===== config.mk =====
export PLATFORM = sky130hd
export DESIGN_NAME = arp_cache_round_robin
export DESIGN_NICKNAME = d
export VERILOG_FILES = /design/src/rtl/arpc_pkg.sv /design/src/rtl/arpc_ram.sv /design/src/rtl/arpc_ctrl.sv /design/src/rtl/arp_cache_round_robin.sv
export SDC_FILE = /design/constraint.sdc
export NUM_CORES = 2
export LEC_CHECK = 0
export ABC_AREA = 0
export BUFFER_PORTS_ARGS = -buffer_cell sky130_fd_sc_hd__buf_2
export CORE_MARGIN = 2
export CORE_UTILIZATION = 25
export DETAILED_ROUTE_END_ITERATION = 10
export PLACE_DENSITY = 0.49
export SLEW_MARGIN = 20
export SYNTH_ARGS = -nofsm -noshare
export SYNTH_HDL_FRONTEND = slang
export SYNTH_HIERARCHICAL = 1
export SYNTH_SLANG_ARGS = --single-unit

===== constraint.sdc =====
create_clock -name clock -period 10.26 [get_ports clock]
set_clock_uncertainty 0.1 [all_clocks]
set_input_delay 1.539 -clock clock [delete_from_list [all_inputs] [get_ports clock]]
set_output_delay 1.539 -clock clock [all_outputs]
set_load 0.01 [all_outputs]

===== src/rtl/arpc_pkg.sv =====
// Package for the ARP cache with round-robin replacement.
// Holds table sizing, codes, item structs and the memory control struct.
// No dependencies.
package arpc_pkg;

   localparam int TABLE_ENTRIES = 16;
   localparam int IDX_W = (TABLE_ENTRIES > 1) ? $clog2(TABLE_ENTRIES) : 1;
   localparam logic [IDX_W-1:0] LAST_IDX = IDX_W'(TABLE_ENTRIES - 1);

   localparam int IP_W  = 32;
   localparam int MAC_W = 48;
   localparam int CSR_IDX_W  = 1;
   localparam int CSR_DATA_W = 32;

   localparam logic [IP_W-1:0]  IP_ONES  = '1;
   localparam logic [MAC_W-1:0] MAC_ONES = '1;

   typedef enum logic [CSR_IDX_W-1:0] {
      CSR_NETWORK_MASK    = 1'b0,
      CSR_NETWORK_ADDRESS = 1'b1
   } csr_index_type;

   typedef enum logic {
      CMD_ADD    = 1'b0,
      CMD_SEARCH = 1'b1
   } command_type;

   typedef enum logic [2:0] {
      ST_MISS     = 3'd0,
      ST_HIT      = 3'd1,
      ST_BCAST    = 3'd2,
      ST_UPDATED  = 3'd3,
      ST_INSERTED = 3'd4,
      ST_IGNORED  = 3'd5
   } status_type;

   typedef enum logic [1:0] {
      S_IDLE,
      S_SCAN,
      S_RESP
   } state_type;

   typedef struct packed {
      logic             command;
      logic [IP_W-1:0]  ip_address;
      logic [MAC_W-1:0] mac_address;
   } req_type;

   typedef struct packed {
      logic [2:0]       status;
      logic [MAC_W-1:0] mac_out;
   } rsp_type;

   typedef struct packed {
      logic [IDX_W-1:0] rd_addr;
      logic             wr_ip;
      logic             wr_mac;
      logic [IDX_W-1:0] wr_addr;
      logic [IP_W-1:0]  ip;
      logic [MAC_W-1:0] mac;
   } mem_ctl_type;

endpackage


===== src/rtl/arpc_ram.sv =====
// Generic single-write, single-read synchronous RAM with registered read data.
// Standalone; no package dependency.
module arpc_ram #(
   parameter int WIDTH = 32,
   parameter int DEPTH = 16
) (
   input  logic                             clock,
   input  logic                             wr_en,
   input  logic [$clog2(DEPTH > 1 ? DEPTH : 2)-1:0] wr_addr,
   input  logic [WIDTH-1:0]                 wr_data,
   input  logic [$clog2(DEPTH > 1 ? DEPTH : 2)-1:0] rd_addr,
   output logic [WIDTH-1:0]                 rd_data
);

   logic [WIDTH-1:0] mem_ff [DEPTH];
   logic [WIDTH-1:0] rd_data_ff;

   always_ff @(posedge clock) begin
      if (wr_en) begin
         mem_ff[wr_addr] <= wr_data;
      end
      rd_data_ff <= mem_ff[rd_addr];
   end

   assign rd_data = rd_data_ff;

endmodule


===== src/rtl/arpc_ctrl.sv =====
// Sequencer for the ARP cache: classifies items, scans the table memories,
// updates or inserts, and keeps entry valid bits and the victim pointer. Uses arpc_pkg.
module arpc_ctrl (
   input  logic                          clock,
   input  logic                          reset,
   input  logic                          req_valid,
   output logic                          req_stall,
   input  arpc_pkg::req_type             req_data,
   input  logic [arpc_pkg::IP_W-1:0]     net_mask,
   input  logic [arpc_pkg::IP_W-1:0]     net_addr,
   output arpc_pkg::mem_ctl_type         mem_ctl,
   input  logic [arpc_pkg::IP_W-1:0]     rd_ip,
   input  logic [arpc_pkg::MAC_W-1:0]    rd_mac,
   output logic                          res_valid,
   input  logic                          res_stall,
   output arpc_pkg::rsp_type             res_data
);

   arpc_pkg::state_type state_ff, state_in;
   logic                              cmd_ff, cmd_in;
   logic [arpc_pkg::IP_W-1:0]         ip_ff, ip_in;
   logic [arpc_pkg::MAC_W-1:0]        mac_ff, mac_in;
   logic [arpc_pkg::IDX_W-1:0]        scan_idx_ff, scan_idx_in;
   logic [arpc_pkg::IDX_W-1:0]        chk_idx_ff, chk_idx_in;
   logic                              chk_vld_ff, chk_vld_in;
   logic [arpc_pkg::TABLE_ENTRIES-1:0] valid_ff, valid_in;
   logic [arpc_pkg::IDX_W-1:0]        victim_ff, victim_in;
   arpc_pkg::rsp_type                 res_ff, res_in;

   logic [arpc_pkg::IP_W-1:0]  bcast;
   logic [arpc_pkg::IP_W-1:0]  ent_ip;
   logic [arpc_pkg::MAC_W-1:0] ent_mac;
   logic                       is_special;

   assign bcast = ~net_mask | net_addr;

   always_ff @(posedge clock) begin
      if (reset) begin
         state_ff   <= arpc_pkg::S_IDLE;
         chk_vld_ff <= 1'b0;
         valid_ff   <= '0;
         victim_ff  <= '0;
      end else begin
         state_ff   <= state_in;
         chk_vld_ff <= chk_vld_in;
         valid_ff   <= valid_in;
         victim_ff  <= victim_in;
      end
   end

   always_ff @(posedge clock) begin
      cmd_ff      <= cmd_in;
      ip_ff       <= ip_in;
      mac_ff      <= mac_in;
      scan_idx_ff <= scan_idx_in;
      chk_idx_ff  <= chk_idx_in;
      res_ff      <= res_in;
   end

   always_comb begin
      state_in    = state_ff;
      cmd_in      = cmd_ff;
      ip_in       = ip_ff;
      mac_in      = mac_ff;
      scan_idx_in = scan_idx_ff;
      chk_idx_in  = chk_idx_ff;
      chk_vld_in  = 1'b0;
      valid_in    = valid_ff;
      victim_in   = victim_ff;
      res_in      = res_ff;
      req_stall   = 1'b1;
      res_valid   = 1'b0;
      is_special  = 1'b0;

      mem_ctl         = '0;
      mem_ctl.rd_addr = scan_idx_ff;
      mem_ctl.ip      = ip_ff;
      mem_ctl.mac     = mac_ff;

      // cleared entries read as zero
      ent_ip  = valid_ff[chk_idx_ff] ? rd_ip  : '0;
      ent_mac = valid_ff[chk_idx_ff] ? rd_mac : '0;

      case (state_ff)
         arpc_pkg::S_IDLE: begin
            req_stall = 1'b0;
            if (req_valid) begin
               cmd_in      = req_data.command;
               ip_in       = req_data.ip_address;
               mac_in      = req_data.mac_address;
               scan_idx_in = '0;
               is_special  = (req_data.ip_address == arpc_pkg::IP_ONES) ||
                             (req_data.ip_address == bcast);
               if (req_data.command == arpc_pkg::CMD_ADD) begin
                  if (is_special || (req_data.ip_address == '0)) begin
                     res_in.status  = arpc_pkg::ST_IGNORED;
                     res_in.mac_out = '0;
                     state_in       = arpc_pkg::S_RESP;
                  end else begin
                     state_in = arpc_pkg::S_SCAN;
                  end
               end else begin
                  if (is_special) begin
                     res_in.status  = arpc_pkg::ST_BCAST;
                     res_in.mac_out = arpc_pkg::MAC_ONES;
                     state_in       = arpc_pkg::S_RESP;
                  end else begin
                     state_in = arpc_pkg::S_SCAN;
                  end
               end
            end
         end

         arpc_pkg::S_SCAN: begin
            chk_vld_in  = 1'b1;
            chk_idx_in  = scan_idx_ff;
            scan_idx_in = (scan_idx_ff == arpc_pkg::LAST_IDX) ? '0 : scan_idx_ff + 1'b1;
            if (chk_vld_ff) begin
               if (ent_ip == ip_ff) begin
                  chk_vld_in = 1'b0;
                  state_in   = arpc_pkg::S_RESP;
                  if (cmd_ff == arpc_pkg::CMD_SEARCH) begin
                     res_in.status  = arpc_pkg::ST_HIT;
                     res_in.mac_out = ent_mac;
                  end else begin
                     mem_ctl.wr_mac  = 1'b1;
                     mem_ctl.wr_addr = chk_idx_ff;
                     res_in.status   = arpc_pkg::ST_UPDATED;
                     res_in.mac_out  = '0;
                  end
               end else if (chk_idx_ff == arpc_pkg::LAST_IDX) begin
                  chk_vld_in     = 1'b0;
                  state_in       = arpc_pkg::S_RESP;
                  res_in.mac_out = '0;
                  if (cmd_ff == arpc_pkg::CMD_SEARCH) begin
                     res_in.status = arpc_pkg::ST_MISS;
                  end else begin
                     mem_ctl.wr_ip       = 1'b1;
                     mem_ctl.wr_mac      = 1'b1;
                     mem_ctl.wr_addr     = victim_ff;
                     valid_in[victim_ff] = 1'b1;
                     victim_in = (victim_ff == arpc_pkg::LAST_IDX) ? '0 : victim_ff + 1'b1;
                     res_in.status = arpc_pkg::ST_INSERTED;
                  end
               end
            end
         end

         arpc_pkg::S_RESP: begin
            res_valid = 1'b1;
            if (!res_stall) begin
               state_in = arpc_pkg::S_IDLE;
            end
         end

         default: begin
            state_in = arpc_pkg::S_IDLE;
         end
      endcase
   end

   assign res_data = res_ff;

endmodule


===== src/rtl/arp_cache_round_robin.sv =====
// Top level of the ARP cache: configuration registers, the two table memories,
// the sequencer and the result register. Uses arpc_pkg, arpc_ram, arpc_ctrl.
//
//   port group   dir   handshake            payload
//   req_*        in    req_valid/req_stall  req_data   (arpc_pkg::req_type)
//   rsp_*        out   rsp_valid/rsp_stall  rsp_data   (arpc_pkg::rsp_type)
//   csr_*        in    csr_write_enable     csr_index, csr_write_data
//
// Adds and searches needing the table scan it one entry a cycle through the
// synchronous memories; ignored adds and broadcast searches skip the scan.
// Reset clears configuration, entry valid bits and the victim pointer at once.
// A result held by rsp_stall holds the sequencer until the result register frees.
module arp_cache_round_robin (
   input  logic                             clock,
   input  logic                             reset,
   input  logic                             req_valid,
   output logic                             req_stall,
   input  arpc_pkg::req_type                req_data,
   output logic                             rsp_valid,
   input  logic                             rsp_stall,
   output arpc_pkg::rsp_type                rsp_data,
   input  logic                             csr_write_enable,
   input  logic [arpc_pkg::CSR_IDX_W-1:0]   csr_index,
   input  logic [arpc_pkg::CSR_DATA_W-1:0]  csr_write_data
);

   logic [arpc_pkg::IP_W-1:0]  net_mask_ff, net_mask_in;
   logic [arpc_pkg::IP_W-1:0]  net_addr_ff, net_addr_in;
   logic                       rsp_valid_ff, rsp_valid_in;
   arpc_pkg::rsp_type          rsp_data_ff, rsp_data_in;

   arpc_pkg::mem_ctl_type      mem_ctl;
   logic [arpc_pkg::IP_W-1:0]  rd_ip;
   logic [arpc_pkg::MAC_W-1:0] rd_mac;
   logic                       res_valid;
   logic                       res_stall;
   arpc_pkg::rsp_type          res_data;

   always_comb begin
      net_mask_in = net_mask_ff;
      net_addr_in = net_addr_ff;
      if (csr_write_enable) begin
         case (arpc_pkg::csr_index_type'(csr_index))
            arpc_pkg::CSR_NETWORK_MASK:    net_mask_in = csr_write_data;
            arpc_pkg::CSR_NETWORK_ADDRESS: net_addr_in = csr_write_data;
            default: ;
         endcase
      end
   end

   assign res_stall = rsp_valid_ff && rsp_stall;

   always_comb begin
      rsp_valid_in = rsp_valid_ff;
      rsp_data_in  = rsp_data_ff;
      if (!res_stall) begin
         rsp_valid_in = res_valid;
         if (res_valid) begin
            rsp_data_in = res_data;
         end
      end
   end

   always_ff @(posedge clock) begin
      if (reset) begin
         net_mask_ff  <= '0;
         net_addr_ff  <= '0;
         rsp_valid_ff <= 1'b0;
      end else begin
         net_mask_ff  <= net_mask_in;
         net_addr_ff  <= net_addr_in;
         rsp_valid_ff <= rsp_valid_in;
      end
   end

   always_ff @(posedge clock) begin
      rsp_data_ff <= rsp_data_in;
   end

   arpc_ram #(
      .WIDTH (arpc_pkg::IP_W),
      .DEPTH (arpc_pkg::TABLE_ENTRIES)
   ) u_ip_ram (
      .clock   (clock),
      .wr_en   (mem_ctl.wr_ip),
      .wr_addr (mem_ctl.wr_addr),
      .wr_data (mem_ctl.ip),
      .rd_addr (mem_ctl.rd_addr),
      .rd_data (rd_ip)
   );

   arpc_ram #(
      .WIDTH (arpc_pkg::MAC_W),
      .DEPTH (arpc_pkg::TABLE_ENTRIES)
   ) u_mac_ram (
      .clock   (clock),
      .wr_en   (mem_ctl.wr_mac),
      .wr_addr (mem_ctl.wr_addr),
      .wr_data (mem_ctl.mac),
      .rd_addr (mem_ctl.rd_addr),
      .rd_data (rd_mac)
   );

   arpc_ctrl u_ctrl (
      .clock     (clock),
      .reset     (reset),
      .req_valid (req_valid),
      .req_stall (req_stall),
      .req_data  (req_data),
      .net_mask  (net_mask_ff),
      .net_addr  (net_addr_ff),
      .mem_ctl   (mem_ctl),
      .rd_ip     (rd_ip),
      .rd_mac    (rd_mac),
      .res_valid (res_valid),
      .res_stall (res_stall),
      .res_data  (res_data)
   );

   assign rsp_valid = rsp_valid_ff;
   assign rsp_data  = rsp_data_ff;

endmodule


==> impl_metrics.prom <==
# TYPE chip_impl_metric gauge
chip_impl_info{name="run_status",value="finished, final reports clean"} 1
chip_impl_metric{name="achievable-frequency",unit="GHz"} 0.169
chip_impl_metric{name="grt_max_degree",unit=""} 127
chip_impl_metric{name="combinational_fraction_of_design_power",unit=""} 0.075
chip_impl_metric{name="wl_met2",unit="mm"} 70.3
chip_impl_metric{name="cts_htree_levels",unit=""} 4
chip_impl_info{name="min_from",value="u_ctrl/res_data[36]$_DFFE_PP_"} 1
chip_impl_metric{name="timing.final.crit_share",unit=""} 0.577
chip_impl_metric{name="die-width",unit="um"} 498
chip_impl_metric{name="area_delta_synth_final",unit="%"} 16.9
chip_impl_metric{name="timing.final.hold_violations",unit=""} 0
chip_impl_info{name="grt_setup_unrepaired",value="no"} 1
chip_impl_metric{name="synthCells",unit=""} 2955
chip_impl_metric{name="power.switching_fraction",unit=""} 0.231
chip_impl_info{name="criticalPathCategory",value="reg2reg"} 1
chip_impl_metric{name="first_pass_iters",unit=""} 5
chip_impl_metric{name="rows",unit=""} 181
chip_impl_metric{name="drc_errors",unit=""} 0
chip_impl_info{name="min-delay-path-class",value="reg2reg"} 1
chip_impl_metric{name="timing.setup.tns",unit="ns"} 0
chip_impl_metric{name="first_global_vias",unit=""} 30837
chip_impl_info{name="root_buffer_cell",value="sky130_fd_sc_hd__clkbuf_16"} 1
chip_impl_info{name="start_kind",value="register"} 1
chip_impl_metric{name="power.density",unit="nW/um^2"} 206
chip_impl_info{name="top_layer",value="met5"} 1
chip_impl_metric{name="synth_sequential_area_ratio",unit=""} 0.778
chip_impl_metric{name="final_max_slew_viol_count",unit=""} 0
chip_impl_metric{name="async_s_r_ff_share_synth",unit=""} 0
chip_impl_metric{name="floorplan.io_pins",unit=""} 172
chip_impl_metric{name="postSynthRegisterBits",unit=""} 1639
chip_impl_metric{name="post_synth.cell_area_avg",unit="um^2"} 20.7
chip_impl_metric{name="globalRoute.totalOverflow",unit=""} 0
chip_impl_metric{name="vias_per_cell",unit=""} 4.43
chip_impl_info{name="worstReg2RegStart",value="u_ctrl/chk_idx_ff[2]$_DFFE_PP_"} 1
chip_impl_metric{name="die_area",unit="um^2"} 248000
chip_impl_metric{name="ant_nets",unit=""} 0
chip_impl_metric{name="tritoncts.num_buffers",unit=""} 166
chip_impl_metric{name="clock_tree.buffer_depth",unit=""} 3
chip_impl_metric{name="p_leak",unit="nW"} 22.5
chip_impl_metric{name="syn_area",unit="um^2"} 61100
chip_impl_metric{name="finalWorstPathRequiredPeriod",unit="ns"} 5.92
chip_impl_metric{name="maxCapViolCount",unit=""} 0
chip_impl_info{name="cts_tree",value="built"} 1
chip_impl_metric{name="detail_route.wirelength",unit="mm"} 146
chip_impl_metric{name="post_cts_resized",unit=""} 0
chip_impl_info{name="post-synth-top-count-cell",value="sky130_fd_sc_hd__edfxtp_1"} 1
chip_impl_metric{name="hold_buffers",unit=""} 0
chip_impl_metric{name="chipHeight",unit="um"} 498
chip_impl_metric{name="post-cts-setup-buffer-count",unit=""} 0
chip_impl_metric{name="place.detailed.hpwl",unit="mm"} 78.5
chip_impl_metric{name="worst_ep_arrival_time",unit="ns"} 6.24
chip_impl_info{name="synth.cells.most_frequent",value="sky130_fd_sc_hd__edfxtp_1, sky130_fd_sc_hd__mux4_2, sky130_fd_sc_hd__dfxtp_1"} 1
chip_impl_metric{name="grt_first_pass_wirelength",unit="mm"} 213
chip_impl_metric{name="synth_top_cell_area_share",unit=""} 0.723
chip_impl_metric{name="clkPwrFrac",unit=""} 0.406
chip_impl_metric{name="antenna_found_initial",unit=""} 6
chip_impl_info{name="synth_area_leaders",value="sky130_fd_sc_hd__edfxtp_1, sky130_fd_sc_hd__mux4_2, sky130_fd_sc_hd__dfxtp_1"} 1
chip_impl_metric{name="finalSetupViolations",unit=""} 0
chip_impl_info{name="worstSetupEndpointType",value="register"} 1
chip_impl_metric{name="synth_warnings",unit=""} 6
chip_impl_metric{name="timing.slew.headroom",unit=""} 0.217
chip_impl_metric{name="layout_nets",unit=""} 3334
chip_impl_metric{name="transition_time_at_the_pin_with_the_least_slew_margin",unit="ns"} 1.17
chip_impl_metric{name="power.total",unit="mW"} 14.7
chip_impl_metric{name="clkTransAtPathRegs",unit="ns"} 0.06
chip_impl_metric{name="post_route_cells_drive_above_1_share",unit=""} 0.252
chip_impl_metric{name="wl_per_cell",unit="um"} 22.2
chip_impl_metric{name="power.internal",unit="mW"} 11.3
chip_impl_metric{name="finalWeightedCongestion",unit=""} 0.758
chip_impl_metric{name="clock_sink_count",unit=""} 1639
chip_impl_metric{name="grt_usage",unit=""} 0.116
chip_impl_metric{name="critical_path.max_fanout",unit=""} 20
chip_impl_metric{name="vdd.ir_drop.worst",unit="mV"} 0.180
chip_impl_metric{name="flop2flop_setup_slack",unit="ns"} 4.34
chip_impl_metric{name="num_vias",unit=""} 29008
chip_impl_metric{name="power_switching",unit="mW"} 3.40
chip_impl_metric{name="worst-endpoint-required",unit="ns"} 10.57
chip_impl_metric{name="syn_nets",unit=""} 3079
chip_impl_metric{name="clock_insertion_delay_worst_skew",unit="ns"} 0.83
chip_impl_metric{name="io_buffer_count",unit=""} 171
chip_impl_info{name="flip_flop_cell_with_the_highest_count_after_synthesis",value="sky130_fd_sc_hd__edfxtp_1"} 1
chip_impl_metric{name="initial_utilization",unit=""} 0.251
chip_impl_info{name="post-synth-top-area-cell",value="sky130_fd_sc_hd__edfxtp_1"} 1
chip_impl_metric{name="routed-wl-met3",unit="mm"} 5.84
chip_impl_info{name="timing.critical_path.from",value="u_ctrl/chk_idx_ff[2]$_DFFE_PP_"} 1
chip_impl_metric{name="initialDrtViolationCount",unit=""} 2141
chip_impl_metric{name="count_of_flip_flops_with_a_built_in_enable_after_synthesis",unit=""} 1471
chip_impl_metric{name="synthDistinctLibCells",unit=""} 56
chip_impl_metric{name="share_seq_of_total_power",unit=""} 0.519
chip_impl_metric{name="fp.coreArea",unit="um^2"} 243000
chip_impl_metric{name="routedLengthMet1",unit="mm"} 66.3
-- kinds of logic after synthesis --
family | after synthesis | share of synthesized area
multiplexers | 392 | 0.130
adder cells (fa/ha/maj) | 5 | 0.00102
buffers and inverters | 168 | 0.0140
XOR/XNOR | 59 | 0.00845
AO/OA/AOI/OAI | 281 | 0.0344
AND/OR/NAND/NOR | 411 | 0.0347
flip-flops | 1639 | 0.778
-- placed cells by master (no fill, tap or decap), types with 13 or more instances in the layout --
cell	count
sky130_fd_sc_hd__clkinv_1	35
sky130_fd_sc_hd__nor3_1	13
sky130_fd_sc_hd__nor2_1	35
sky130_fd_sc_hd__mux4_2	320
sky130_fd_sc_hd__clkinv_2	25
sky130_fd_sc_hd__mux2i_1	70
sky130_fd_sc_hd__o32ai_1	21
sky130_fd_sc_hd__edfxtp_1	1471
sky130_fd_sc_hd__a22oi_1	162
sky130_fd_sc_hd__clkbuf_1	34
sky130_fd_sc_hd__buf_2	171
sky130_fd_sc_hd__a21o_1	49
sky130_fd_sc_hd__nand2_1	114
sky130_fd_sc_hd__nor2_4	28
sky130_fd_sc_hd__clkbuf_8	16
sky130_fd_sc_hd__nand4_1	23
sky130_fd_sc_hd__inv_1	25
sky130_fd_sc_hd__xnor2_1	47
sky130_fd_sc_hd__dfxtp_1	168
sky130_fd_sc_hd__buf_4	54
sky130_fd_sc_hd__clkbuf_16	166
sky130_fd_sc_hd__nand2b_1	136
-- path summary, 6_finish.rpt --
check	to	depth (start not counted)
worst max-delay path	u_ip_ram/mem_ff[10][30]$_DFFE_PP_	12
worst min-delay path	rsp_data[36]$_DFFE_PP_	0
worst max register to register	u_ip_ram/mem_ff[10][30]$_DFFE_PP_	12
worst min register to register	rsp_data[36]$_DFFE_PP_	0
-- per-stage QoR --
stage	instances	area [um^2]	hold slack (ns)	worst slack, ns	utilization
finish	6553	71500	0.315	4.34	0.294
global route	6552	71400	0.323	3.88	0.294
CTS	6550	71400	0.315	4.35	0.294
detailed placement	6242	66000	0.305	4.41	0.271
global placement	6242	66000	0.300	4.62	0.271
floorplan	2955	61100	0.300	2.24	-
-- cell type report --
type | instances | area (um^2)
Fill cell | 23832 | 172000
Timing Repair Buffer | 230 | 1380
Clock buffer | 216 | 4500
Inverter | 25 | 93.8
Clock inverter | 92 | 903
Sequential cell | 1639 | 47500
Tap cell | 3202 | 4010
Multi-Input combinational cell | 1148 | 13000
Antenna cell | 1 | 2.50
-- worst max-delay path, cell delays in order (launching register included) --
cell and delay [ns]:
sky130_fd_sc_hd__edfxtp_1 0.60, sky130_fd_sc_hd__nand2_1 0.15, sky130_fd_sc_hd__o21ai_0 0.21, sky130_fd_sc_hd__a2111oi_4 0.76, sky130_fd_sc_hd__nor2_1 0.28, sky130_fd_sc_hd__a211oi_1 0.36, sky130_fd_sc_hd__nand4_1 0.37, sky130_fd_sc_hd__nor2_1 0.61
sky130_fd_sc_hd__nand2_1 0.12, sky130_fd_sc_hd__a21oi_1 0.49, sky130_fd_sc_hd__nand3b_1 0.41, sky130_fd_sc_hd__nor2_4 0.54, sky130_fd_sc_hd__buf_4 0.50
-- registers in the layout (all words and copies together), names as in the netlist, 2 cells and up --
name,count
u_mac_ram/rd_data,48
net_mask_ff,32
u_ctrl/state_ff,2
u_ctrl/chk_idx_ff,4
u_ip_ram/rd_data,32
u_ctrl/ip_ff,32
u_ip_ram/mem_ff,512
u_ctrl/valid_ff,16
u_ctrl/mac_ff,48
u_ctrl/res_data,51
net_addr_ff,32
u_ctrl/victim_ff,4
rsp_data,51
u_mac_ram/mem_ff,768
u_ctrl/scan_idx_ff,4
-- power groups by stage --
stage	sequential (mW)	combinational, mW	clock, mW
floorplan	7.71	0.793	0
global placement	7.79	1.13	0
detailed placement	7.80	1.12	0
CTS	7.66	1.13	6.14
global route	7.68	1.20	6.39
finish	7.65	1.10	5.98
-- layer usage --
| metal | track usage | vias up |
|---|---|---|
| met1 | 0.157 | 15580 |
| li1 | - | 12594 |
| met5 | 0 | - |
| met4 | 0.0333 | 2 |
| met3 | 0.0193 | 191 |
| met2 | 0.189 | 641 |
(Power assumes the default switching activity.)
